`src/sv/tcp_connection_table_engine_top_defines.svh`:
```
// assertion macros for the tcp connection table engine
// used by the top level only, no other dependencies
`ifndef TCP_CONNECTION_TABLE_ENGINE_TOP_DEFINES_SVH
`define TCP_CONNECTION_TABLE_ENGINE_TOP_DEFINES_SVH
`ifndef SYNTHESIS
`define TCTE_ASSERT_IMPLY(label, clk, rst_n, a, b) \
    label: assert property (@(posedge clk) disable iff (!rst_n) (a) |-> (b)) \
        else $error("assertion failed");
`define TCTE_ASSERT_NEXT(label, clk, rst_n, a, b) \
    label: assert property (@(posedge clk) disable iff (!rst_n) (a) |=> (b)) \
        else $error("assertion failed");
`else
`define TCTE_ASSERT_IMPLY(label, clk, rst_n, a, b)
`define TCTE_ASSERT_NEXT(label, clk, rst_n, a, b)
`endif
`endif

```
`src/sv/tcte_pkg.sv`:
```
// types and constants of the tcp connection table engine
// no dependencies
package tcte_pkg;

    localparam int SLOT_W = 3;

    localparam logic [1:0] KIND_SEGMENT  = 2'd0;
    localparam logic [1:0] KIND_LISTEN   = 2'd1;
    localparam logic [1:0] KIND_OPEN     = 2'd2;
    localparam logic [1:0] KIND_RESERVED = 2'd3;

    localparam logic [1:0] ACT_NONE     = 2'd0;
    localparam logic [1:0] ACT_SENT     = 2'd1;
    localparam logic [1:0] ACT_NO_MATCH = 2'd2;
    localparam logic [1:0] ACT_FULL     = 2'd3;

    localparam logic [3:0] ST_LISTEN       = 4'd1;
    localparam logic [3:0] ST_SYN_SENT     = 4'd2;
    localparam logic [3:0] ST_SYN_RECEIVED = 4'd3;
    localparam logic [3:0] ST_ESTABLISHED  = 4'd4;
    localparam logic [3:0] ST_CLOSE_WAIT   = 4'd7;

    localparam logic [7:0] FL_FIN = 8'h01;
    localparam logic [7:0] FL_SYN = 8'h02;
    localparam logic [7:0] FL_RST = 8'h04;
    localparam logic [7:0] FL_ACK = 8'h10;

    localparam logic [15:0] RX_WINDOW_RESET = 16'd8192;
    localparam logic [31:0] ISS_RESET       = 32'd12345;

    localparam logic [2:0] ADDR_RX_WINDOW = 3'd0;
    localparam logic [2:0] ADDR_ISS       = 3'd4;

    typedef struct packed {
        logic [1:0]  kind;
        logic [15:0] host_port;
        logic [15:0] peer_port;
        logic [31:0] peer_addr;
        logic [31:0] seq_num;
        logic [31:0] ack_num;
        logic [7:0]  seg_flags;
    } req_t;

    typedef struct packed {
        logic [1:0]        action;
        logic [SLOT_W-1:0] slot;
        logic [15:0]       out_src_port;
        logic [15:0]       out_dest_port;
        logic [31:0]       out_dest_ip;
        logic [31:0]       out_seq;
        logic [31:0]       out_ack;
        logic [7:0]        out_flags;
        logic [15:0]       out_window;
    } rsp_t;

    typedef struct packed {
        logic capture;
        logic match_en;
        logic exec_en;
    } cmd_t;

endpackage

```
`src/sv/tcte_ctrl.sv`:
```
// controller: request capture, match and execute sequencing, response valid
// depends on tcte_pkg
module tcte_ctrl
    import tcte_pkg::*;
(
    input  logic    clk,
    input  logic    rst_n,
    input  logic    req_valid,
    output logic    req_stall,
    output logic    rsp_valid,
    input  logic    rsp_stall,
    output cmd_t    cmd
);

    typedef enum logic [2:0] {
        S_IDLE  = 3'b001,
        S_MATCH = 3'b010,
        S_EXEC  = 3'b100
    } state_t;

    state_t state_reg, state_next;
    logic   rsp_valid_reg, rsp_valid_next;
    logic   out_free;

    assign out_free  = !rsp_valid_reg || !rsp_stall;
    assign req_stall = (state_reg != S_IDLE);
    assign rsp_valid = rsp_valid_reg;

    always_comb
    begin
        state_next     = state_reg;
        rsp_valid_next = rsp_valid_reg && rsp_stall;
        cmd            = '0;
        case (state_reg)
            S_IDLE:
            begin
                if (req_valid)
                begin
                    cmd.capture = 1'b1;
                    state_next  = S_MATCH;
                end
            end
            S_MATCH:
            begin
                cmd.match_en = 1'b1;
                state_next   = S_EXEC;
            end
            S_EXEC:
            begin
                if (out_free)
                begin
                    cmd.exec_en    = 1'b1;
                    rsp_valid_next = 1'b1;
                    state_next     = S_IDLE;
                end
            end
            default:
            begin
                state_next = S_IDLE;
            end
        endcase
    end

    always_ff @(posedge clk or negedge rst_n)
    begin
        if (!rst_n)
        begin
            state_reg     <= S_IDLE;
            rsp_valid_reg <= 1'b0;
        end
        else
        begin
            state_reg     <= state_next;
            rsp_valid_reg <= rsp_valid_next;
        end
    end

endmodule

```
`src/sv/tcte_datapath.sv`:
```
// datapath: connection table, parallel lookup, transitions and response register
// depends on tcte_pkg
module tcte_datapath
    import tcte_pkg::*;
#(
    parameter int TABLE_ENTRIES = 8
)
(
    input  logic        clk,
    input  logic        rst_n,
    input  cmd_t        cmd,
    input  req_t        req_data,
    input  logic [15:0] rx_window,
    input  logic [31:0] iss,
    output rsp_t        rsp_data
);

    localparam int IDX_W = (TABLE_ENTRIES > 1) ? $clog2(TABLE_ENTRIES) : 1;
    localparam int CNT_W = $clog2(TABLE_ENTRIES + 1);
    localparam logic [CNT_W-1:0] CNT_FULL = CNT_W'(TABLE_ENTRIES);

    logic [TABLE_ENTRIES-1:0] vld_reg;
    logic [3:0]  st_reg    [TABLE_ENTRIES];
    logic [15:0] lport_reg [TABLE_ENTRIES];
    logic [15:0] rport_reg [TABLE_ENTRIES];
    logic [31:0] rip_reg   [TABLE_ENTRIES];
    logic [31:0] rnxt_reg  [TABLE_ENTRIES];
    logic [31:0] snxt_reg  [TABLE_ENTRIES];
    logic [31:0] suna_reg  [TABLE_ENTRIES];
    logic [CNT_W-1:0] free_reg, free_next;

    req_t       req_reg;
    rsp_t       rsp_reg, rsp_next;
    logic       conn_hit_reg, lis_hit_reg;
    logic [IDX_W-1:0] conn_idx_reg, lis_idx_reg;
    logic       conn_hit, lis_hit;
    logic [IDX_W-1:0] conn_idx, lis_idx;

    logic             wr_en;
    logic [IDX_W-1:0] wr_idx;
    logic [3:0]       wr_st;
    logic [15:0]      wr_lport, wr_rport;
    logic [31:0]      wr_rip, wr_rnxt, wr_snxt, wr_suna;

    logic             full;
    logic [IDX_W-1:0] new_idx, s_idx;
    logic [31:0]      seq_p1;

    assign full       = (free_reg == CNT_FULL);
    assign new_idx    = free_reg[IDX_W-1:0];
    assign s_idx      = conn_hit_reg ? conn_idx_reg : lis_idx_reg;
    assign seq_p1     = req_reg.seq_num + 32'd1;
    assign rsp_data   = rsp_reg;

    // newest connected entry, oldest listener
    always_comb
    begin
        conn_hit = 1'b0;
        conn_idx = '0;
        lis_hit  = 1'b0;
        lis_idx  = '0;
        for (int i = 0; i < TABLE_ENTRIES; i++)
        begin
            if (vld_reg[i] && lport_reg[i] == req_reg.host_port
                && st_reg[i] != ST_LISTEN && st_reg[i] != 4'd0
                && rport_reg[i] == req_reg.peer_port)
            begin
                conn_hit = 1'b1;
                conn_idx = IDX_W'(i);
            end
        end
        for (int i = TABLE_ENTRIES - 1; i >= 0; i--)
        begin
            if (vld_reg[i] && lport_reg[i] == req_reg.host_port
                && st_reg[i] == ST_LISTEN)
            begin
                lis_hit = 1'b1;
                lis_idx = IDX_W'(i);
            end
        end
    end

    always_comb
    begin
        rsp_next  = '0;
        free_next = free_reg;
        wr_en     = 1'b0;
        wr_idx    = new_idx;
        wr_st     = st_reg[s_idx];
        wr_lport  = lport_reg[s_idx];
        wr_rport  = rport_reg[s_idx];
        wr_rip    = rip_reg[s_idx];
        wr_rnxt   = rnxt_reg[s_idx];
        wr_snxt   = snxt_reg[s_idx];
        wr_suna   = suna_reg[s_idx];
        case (req_reg.kind)
            KIND_LISTEN, KIND_OPEN:
            begin
                if (full)
                begin
                    rsp_next.action = ACT_FULL;
                end
                else
                begin
                    free_next = free_reg + CNT_W'(1);
                    wr_en     = 1'b1;
                    wr_idx    = new_idx;
                    wr_lport  = req_reg.host_port;
                    wr_rnxt   = '0;
                    wr_suna   = '0;
                    rsp_next.slot = SLOT_W'(new_idx);
                    if (req_reg.kind == KIND_LISTEN)
                    begin
                        wr_st    = ST_LISTEN;
                        wr_rport = '0;
                        wr_rip   = '0;
                        wr_snxt  = '0;
                    end
                    else
                    begin
                        wr_st    = ST_SYN_SENT;
                        wr_rport = req_reg.peer_port;
                        wr_rip   = req_reg.peer_addr;
                        wr_snxt  = iss + 32'd1;
                        rsp_next.action        = ACT_SENT;
                        rsp_next.out_src_port  = req_reg.host_port;
                        rsp_next.out_dest_port = req_reg.peer_port;
                        rsp_next.out_dest_ip   = req_reg.peer_addr;
                        rsp_next.out_seq       = iss;
                        rsp_next.out_flags     = FL_SYN;
                        rsp_next.out_window    = rx_window;
                    end
                end
            end
            KIND_SEGMENT:
            begin
                if (!conn_hit_reg && !lis_hit_reg)
                begin
                    rsp_next.action = ACT_NO_MATCH;
                end
                else
                begin
                    rsp_next.slot = SLOT_W'(s_idx);
                    wr_idx        = s_idx;
                    case (st_reg[s_idx])
                        ST_LISTEN:
                        begin
                            if ((req_reg.seg_flags & FL_SYN) != 8'd0)
                            begin
                                if (full)
                                begin
                                    rsp_next.slot   = '0;
                                    rsp_next.action = ACT_FULL;
                                end
                                else
                                begin
                                    free_next = free_reg + CNT_W'(1);
                                    wr_en     = 1'b1;
                                    wr_idx    = new_idx;
                                    wr_st     = ST_SYN_RECEIVED;
                                    wr_lport  = req_reg.host_port;
                                    wr_rport  = req_reg.peer_port;
                                    wr_rip    = req_reg.peer_addr;
                                    wr_rnxt   = seq_p1;
                                    wr_snxt   = iss + 32'd1;
                                    wr_suna   = '0;
                                    rsp_next.action        = ACT_SENT;
                                    rsp_next.slot          = SLOT_W'(new_idx);
                                    rsp_next.out_src_port  = req_reg.host_port;
                                    rsp_next.out_dest_port = req_reg.peer_port;
                                    rsp_next.out_dest_ip   = req_reg.peer_addr;
                                    rsp_next.out_seq       = iss;
                                    rsp_next.out_ack       = seq_p1;
                                    rsp_next.out_flags     = FL_SYN | FL_ACK;
                                    rsp_next.out_window    = rx_window;
                                end
                            end
                        end
                        ST_SYN_SENT:
                        begin
                            if ((req_reg.seg_flags & FL_SYN) != 8'd0
                                && (req_reg.seg_flags & FL_ACK) != 8'd0)
                            begin
                                wr_en   = 1'b1;
                                wr_st   = ST_ESTABLISHED;
                                wr_suna = req_reg.ack_num;
                                wr_rnxt = seq_p1;
                                rsp_next.action        = ACT_SENT;
                                rsp_next.out_src_port  = lport_reg[s_idx];
                                rsp_next.out_dest_port = rport_reg[s_idx];
                                rsp_next.out_dest_ip   = rip_reg[s_idx];
                                rsp_next.out_seq       = snxt_reg[s_idx];
                                rsp_next.out_ack       = seq_p1;
                                rsp_next.out_flags     = FL_ACK;
                                rsp_next.out_window    = rx_window;
                            end
                        end
                        ST_ESTABLISHED:
                        begin
                            if ((req_reg.seg_flags & FL_ACK) != 8'd0)
                            begin
                                wr_en   = 1'b1;
                                wr_suna = req_reg.ack_num;
                            end
                            if ((req_reg.seg_flags & FL_FIN) != 8'd0)
                            begin
                                wr_en   = 1'b1;
                                wr_st   = ST_CLOSE_WAIT;
                                wr_rnxt = rnxt_reg[s_idx] + 32'd1;
                                rsp_next.action        = ACT_SENT;
                                rsp_next.out_src_port  = lport_reg[s_idx];
                                rsp_next.out_dest_port = rport_reg[s_idx];
                                rsp_next.out_dest_ip   = rip_reg[s_idx];
                                rsp_next.out_seq       = snxt_reg[s_idx];
                                rsp_next.out_ack       = rnxt_reg[s_idx] + 32'd1;
                                rsp_next.out_flags     = FL_ACK;
                                rsp_next.out_window    = rx_window;
                            end
                        end
                        default:
                        begin
                            rsp_next.action = ACT_NONE;
                        end
                    endcase
                end
            end
            default:
            begin
                rsp_next = '0;
            end
        endcase
    end

    always_ff @(posedge clk or negedge rst_n)
    begin
        if (!rst_n)
        begin
            vld_reg  <= '0;
            free_reg <= '0;
        end
        else if (cmd.exec_en)
        begin
            free_reg <= free_next;
            if (wr_en)
            begin
                vld_reg[wr_idx] <= 1'b1;
            end
        end
    end

    always_ff @(posedge clk)
    begin
        if (cmd.capture)
        begin
            req_reg <= req_data;
        end
        if (cmd.match_en)
        begin
            conn_hit_reg <= conn_hit;
            conn_idx_reg <= conn_idx;
            lis_hit_reg  <= lis_hit;
            lis_idx_reg  <= lis_idx;
        end
        if (cmd.exec_en)
        begin
            rsp_reg <= rsp_next;
            if (wr_en)
            begin
                st_reg[wr_idx]    <= wr_st;
                lport_reg[wr_idx] <= wr_lport;
                rport_reg[wr_idx] <= wr_rport;
                rip_reg[wr_idx]   <= wr_rip;
                rnxt_reg[wr_idx]  <= wr_rnxt;
                snxt_reg[wr_idx]  <= wr_snxt;
                suna_reg[wr_idx]  <= wr_suna;
            end
        end
    end

endmodule

```
`src/sv/tcp_connection_table_engine_top.sv`:
```
// Connection table engine: takes one request at a time (listen, active open or
// received segment header) and returns one response per request. A request passes
// through three steps: capture, a parallel lookup over all table entries, then execute,
// which may update one entry and loads the response register; the next request is
// taken in the cycle after execute, so a new request waits until the last is executed.
// Execute waits while the previous response is still held off by the receiver.
// Entries are allocated in slot order and never freed. Two registers over APB:
// receive window at 0x0, initial sequence at 0x4. No clearing pass after reset.
// depends on tcte_pkg, tcte_ctrl, tcte_datapath and the defines header
`include "tcp_connection_table_engine_top_defines.svh"
module tcp_connection_table_engine_top
    import tcte_pkg::*;
#(
    parameter int TABLE_ENTRIES = 8
)
(
    input  logic        clk,
    input  logic        rst_n,
    input  logic        req_valid,
    output logic        req_stall,
    input  req_t        req_data,
    output logic        rsp_valid,
    input  logic        rsp_stall,
    output rsp_t        rsp_data,
    input  logic        psel,
    input  logic        penable,
    input  logic        pwrite,
    input  logic [2:0]  paddr,
    input  logic [31:0] pwdata,
    output logic [31:0] prdata,
    output logic        pready
);

    cmd_t        cmd;
    logic [15:0] rx_window_reg;
    logic [31:0] iss_reg;
    logic        cfg_wr;
    logic        rsp_err;

    assign pready = 1'b1;
    assign cfg_wr = psel && penable && pwrite;
    assign prdata = paddr[2] ? iss_reg : {16'd0, rx_window_reg};
    assign rsp_err = (rsp_data.action == ACT_NO_MATCH) || (rsp_data.action == ACT_FULL);

    always_ff @(posedge clk or negedge rst_n)
    begin
        if (!rst_n)
        begin
            rx_window_reg <= RX_WINDOW_RESET;
            iss_reg       <= ISS_RESET;
        end
        else if (cfg_wr)
        begin
            if (paddr[2] == ADDR_ISS[2])
            begin
                iss_reg <= pwdata;
            end
            else
            begin
                rx_window_reg <= pwdata[15:0];
            end
        end
    end

    tcte_ctrl u_ctrl
    (
        .clk       (clk),
        .rst_n     (rst_n),
        .req_valid (req_valid),
        .req_stall (req_stall),
        .rsp_valid (rsp_valid),
        .rsp_stall (rsp_stall),
        .cmd       (cmd)
    );

    tcte_datapath #(
        .TABLE_ENTRIES (TABLE_ENTRIES)
    ) u_datapath
    (
        .clk       (clk),
        .rst_n     (rst_n),
        .cmd       (cmd),
        .req_data  (req_data),
        .rx_window (rx_window_reg),
        .iss       (iss_reg),
        .rsp_data  (rsp_data)
    );

    `TCTE_ASSERT_NEXT(a_busy_after_req, clk, rst_n, req_valid && !req_stall, req_stall)
    `TCTE_ASSERT_IMPLY(a_err_zero, clk, rst_n, rsp_valid && rsp_err, rsp_data.slot == '0 && rsp_data.out_flags == 8'd0)
    `TCTE_ASSERT_IMPLY(a_rsp_from_exec, clk, rst_n, $rose(rsp_valid), $past(cmd.exec_en))

endmodule
```
`config.mk`:
```
export PLATFORM = sky130hd
export DESIGN_NAME = tcp_connection_table_engine_top
export DESIGN_NICKNAME = d
export VERILOG_FILES = /design/src/sv/tcte_pkg.sv /design/src/sv/tcte_ctrl.sv /design/src/sv/tcte_datapath.sv /design/src/sv/tcp_connection_table_engine_top.sv
export VERILOG_INCLUDE_DIRS = /design/src /design/src/sv
export SDC_FILE = /design/constraint.sdc
export NUM_CORES = 2
export LEC_CHECK = 0
export ABC_AREA = 1
export ABC_CLOCK_PERIOD_IN_PS = 15400
export BUFFER_PORTS_ARGS = -buffer_cell sky130_fd_sc_hd__clkbuf_2
export CORE_ASPECT_RATIO = 2
export CORE_UTILIZATION = 50
export DETAILED_ROUTE_END_ITERATION = 6
export GPL_ROUTABILITY_DRIVEN = 1
export PLACE_DENSITY = 0.69
export SLEW_MARGIN = 20
export SYNTH_ARGS = -nofsm -noshare
export SYNTH_HDL_FRONTEND = slang
export SYNTH_HIERARCHICAL = 1
export SYNTH_SLANG_ARGS = --single-unit
```
`constraint.sdc`:
```
create_clock -name clk -period 15.4 [get_ports clk]
set_clock_uncertainty 0.1 [all_clocks]
set_input_delay 3.08 -clock clk [delete_from_list [all_inputs] [get_ports clk]]
set_output_delay 3.08 -clock clk [all_outputs]
set_load 0.005 [all_outputs]
```
==> flow_metrics.env <==
export IMPL_drt_iter0_markers=5782
export IMPL_synth_edf_count=1316
export IMPL_post_cts_buffers=0
export IMPL_setup_viol=0
export IMPL_dieArea_mm2=0.129
export IMPL_status="finished, violations left"
export IMPL_path_common_cell="nand2_1"
export IMPL_drt_pass1_iter_count=7
export IMPL_synth_xor_area_share_pct=1.59
export IMPL_detail_route_antenna_nets=0
export IMPL_yosysWarnings=6
export IMPL_area_growth_pct=10.6
export IMPL_fin_crit_sh_pct=56.0
export IMPL_synthCells=6132
export IMPL_crit_required_ns=15.69
export IMPL_clk_transition_reported_paths_ns=0.07
export IMPL_arrival_ns=8.92
export IMPL_die_y_um=508
export IMPL_grt_pass1_vias=47700
export IMPL_p_total_mw=10.6
export IMPL_synth_seq_area_share_pct=64.3
export IMPL_r2r_cells=20
export IMPL_fp_coreArea_mm2=0.127
export IMPL_synthFlopType="edfxtp_1"
export IMPL_r2r_end="u_datapath/rip_reg[4][15]"
export IMPL_drc_errors=1
export IMPL_synth_seq_cells=1380
export IMPL_drive_above_1_share_pct=11.4
export IMPL_rrSetupSlack_ns=6.77
export IMPL_row_count=185
export IMPL_htree_levels=3
export IMPL_ys_types=65
export IMPL_fin_crit_ns=8.63
export IMPL_rsz0062_at_grt="false"
export IMPL_fin_cells=8079
export IMPL_r2r_start="u_datapath/conn_hit_reg"
export IMPL_dpl_hpwl_um=133000
export IMPL_path_class="reg2reg"
export IMPL_power_density_mw_per_mm2=150
export IMPL_fp_dieW_um=255
export IMPL_fmax_mhz=116
export IMPL_vias_per_cell=6.13
export IMPL_cts_buffers=119
export IMPL_place_area_mm2=0.0666
export IMPL_worstSetupStartpointType="flip-flop"
export IMPL_path_cells="nand2_1 -> nand2_8 -> buf_4 -> buf_4 -> nand2_1 -> nand3_1 -> nand3_1 -> nand2_1 -> inv_2 -> nor2_4 -> nand2_1 -> nand3_1 -> nand2_1 -> nor2_2 -> nand2_1 -> nand2_1 -> nand2_2 -> nor2_4 -> buf_4 -> buf_4"
export IMPL_cts_tree="done"
export IMPL_wl_um=210000
export IMPL_synth_top_family_by_area="simple AND/OR/NAND/NOR gates"
export IMPL_synth_top_area_share_pct=61.8
export IMPL_synth_fa_ha_area_share_pct=0.196
export IMPL_vdd_ir_drop_max_uv=103
export IMPL_grt_pass1_wl_um=303000
export IMPL_violations="design-rule violations"
export IMPL_slowest_delay_ns=1.02
export IMPL_synth_mux_area_share_pct=0
export IMPL_synth_compound_area_share_pct=11.2
export IMPL_hold_buffers=0
export IMPL_synthSimpleGateAreaFrac_pct=17.5
export IMPL_ctsResizeCount=0
export IMPL_cp_slowest_cell="nor2_4"
export IMPL_synthTopCellsByArea="edfxtp_1 62%, nand2_1 8.2%, nand3_1 3.9%, o21ai_0 3.7%, nor2_1 3.1%"
export IMPL_drv_slew=0
export IMPL_worst_setup_path_end_kind="flip-flop"
export IMPL_io_pins=372
export IMPL_relSlewSlack_pct=21.1
export IMPL_dp_cells=7852
export IMPL_grt_usage_pct=32.0
export IMPL_synth_area_leader_cell="edfxtp_1"
export IMPL_async_flop_share_pct=4.64
export IMPL_finalInstanceArea_mm2=0.0708
export IMPL_hold_class="reg2reg"
export IMPL_synth_area_per_cell_um2=10.4
export IMPL_port_buffers=325
export IMPL_hold_viol=0
export IMPL_fin_tns_setup_ns=0
export IMPL_endpoint="u_datapath/rip_reg[4][15]"
export IMPL_p_leak_nw=26.2
export IMPL_clock_latency_ns=0.77
export IMPL_multi_input_area_mm2=0.0197
export IMPL_worstMarginPinSlew_ns=1.18
export IMPL_grt_max_degree=248
export IMPL_cts_root_buf="clkbuf_16"
export IMPL_cp_startpoint="u_datapath/conn_hit_reg"
export IMPL_cts_path_max_buffers=3
export IMPL_grt_overflow=0
export IMPL_cap_viol_max_count=0
export IMPL_syn_area_mm2=0.0640
export IMPL_n_fill_cell=10700
export IMPL_wl_per_cell_um=26.0
export IMPL_via_count=49500
export IMPL_place_congestion=1.03
export IMPL_fin_nets=6483
export IMPL_antenna_found_initial=5
export IMPL_start_util_pct=50.4
export IMPL_worstPathMaxFanout=112
export IMPL_clock_sinks=1380
export IMPL_ff_latch_area_mm2=0.0411
export IMPL_hold_ws_ns=0.381
[layer usage]
metal	vias up	wire (um)	GRT usage [%]
met5	-	13	0
met4	2	16400	22.9
met3	676	16800	4.82
li1	22000	-	-
met2	2859	104000	54.1
met1	23900	72800	37.0
[worst max-delay path, delay by kind of cell, from the launching register on]
kind,cells,cell delay (ns)
buf+inv,5,3.24
flops,1,0.68
simple gates,15,3.96
[cells in the mapped netlist, types with 21 or more instances]
cell         n
a21oi_1    136
buf_4       45
dfrtp_1     56
xnor2_1     32
a22oi_1     84
buf_6       27
nor4_1      35
o21ai_0    473
buf_1       21
o21ai_1    124
a31oi_1     43
o211ai_1    24
nand2_1   1391
o22ai_1    244
clkbuf_1   171
nand3_1    503
nand4_1     55
a221oi_1    40
edfxtp_1  1316
nor3_1      46
nand2_2     28
nor2_1     526
buf_2      102
xor2_1      84
inv_1      349
[how the worst min path moves through the flow]
stage | from | end | slack [ns] | cells after the start
after floorplan | u_datapath/vld_reg[6] | u_datapath/vld_reg[6] | 0.34 | 1
final | u_datapath/free_reg[3] | u_datapath/free_reg[3] | 0.38 | 1
after global placement | u_datapath/free_reg[3] | u_datapath/free_reg[3] | 0.37 | 1
after detailed placement | u_datapath/free_reg[3] | u_datapath/free_reg[3] | 0.37 | 1
after global routing | u_datapath/free_reg[3] | u_datapath/free_reg[3] | 0.41 | 1
after CTS | u_datapath/free_reg[3] | u_datapath/free_reg[3] | 0.38 | 1
[metrics by stage]
stage	setup slack, ns	util (%)
2_1_floorplan	1.47	-
3_3_place_gp	7.00	52.4
3_5_place_dp	6.91	52.4
4_1_cts	6.90	55.6
5_1_grt	6.42	55.7
6_report	6.77	55.7
[placed cells by master, fill, tap and decap left out, drive strengths merged, types with 81 or more instances in the layout]
cell    count
a21oi     141
a22oi      84
buf        81
clkbuf    468
edfxtp   1316
inv       378
nand2    1423
nand3     505
nor2      547
o21ai     606
o22ai     244
xor2       84
[where the power goes]
group	switching (mW)	internal, mW	total (mW)
logic	1.96	0.604	2.57
registers	0.199	4.63	4.83
clock network	1.41	1.77	3.18
total	3.57	7.01	10.6
[cell type report]
cell class | count | share of cell area (%)
Antenna cell | 3 | 0.0106
Clock buffer | 144 | 4.47
Clock inverter | 77 | 1.32
Inverter | 377 | 2.02
Multi-Input combinational cell | 4010 | 27.9
Sequential cell | 1380 | 58.1
Tap cell | 1683 | 2.98
Timing Repair Buffer | 405 | 3.25
[kinds of logic (layout without fill, tap and decap cells)]
logic type | after synthesis | after routing
other | 2 | 10
XOR/XNOR | 116 | 116
AND/OR/NAND/NOR | 2644 | 2644
flip-flops | 1380 | 1380
adder cells (fa/ha/maj) | 10 | 10
AO/OA/AOI/OAI | 1233 | 1233
buffers and inverters | 747 | 1003
Power figures use the tool's default switching activity.
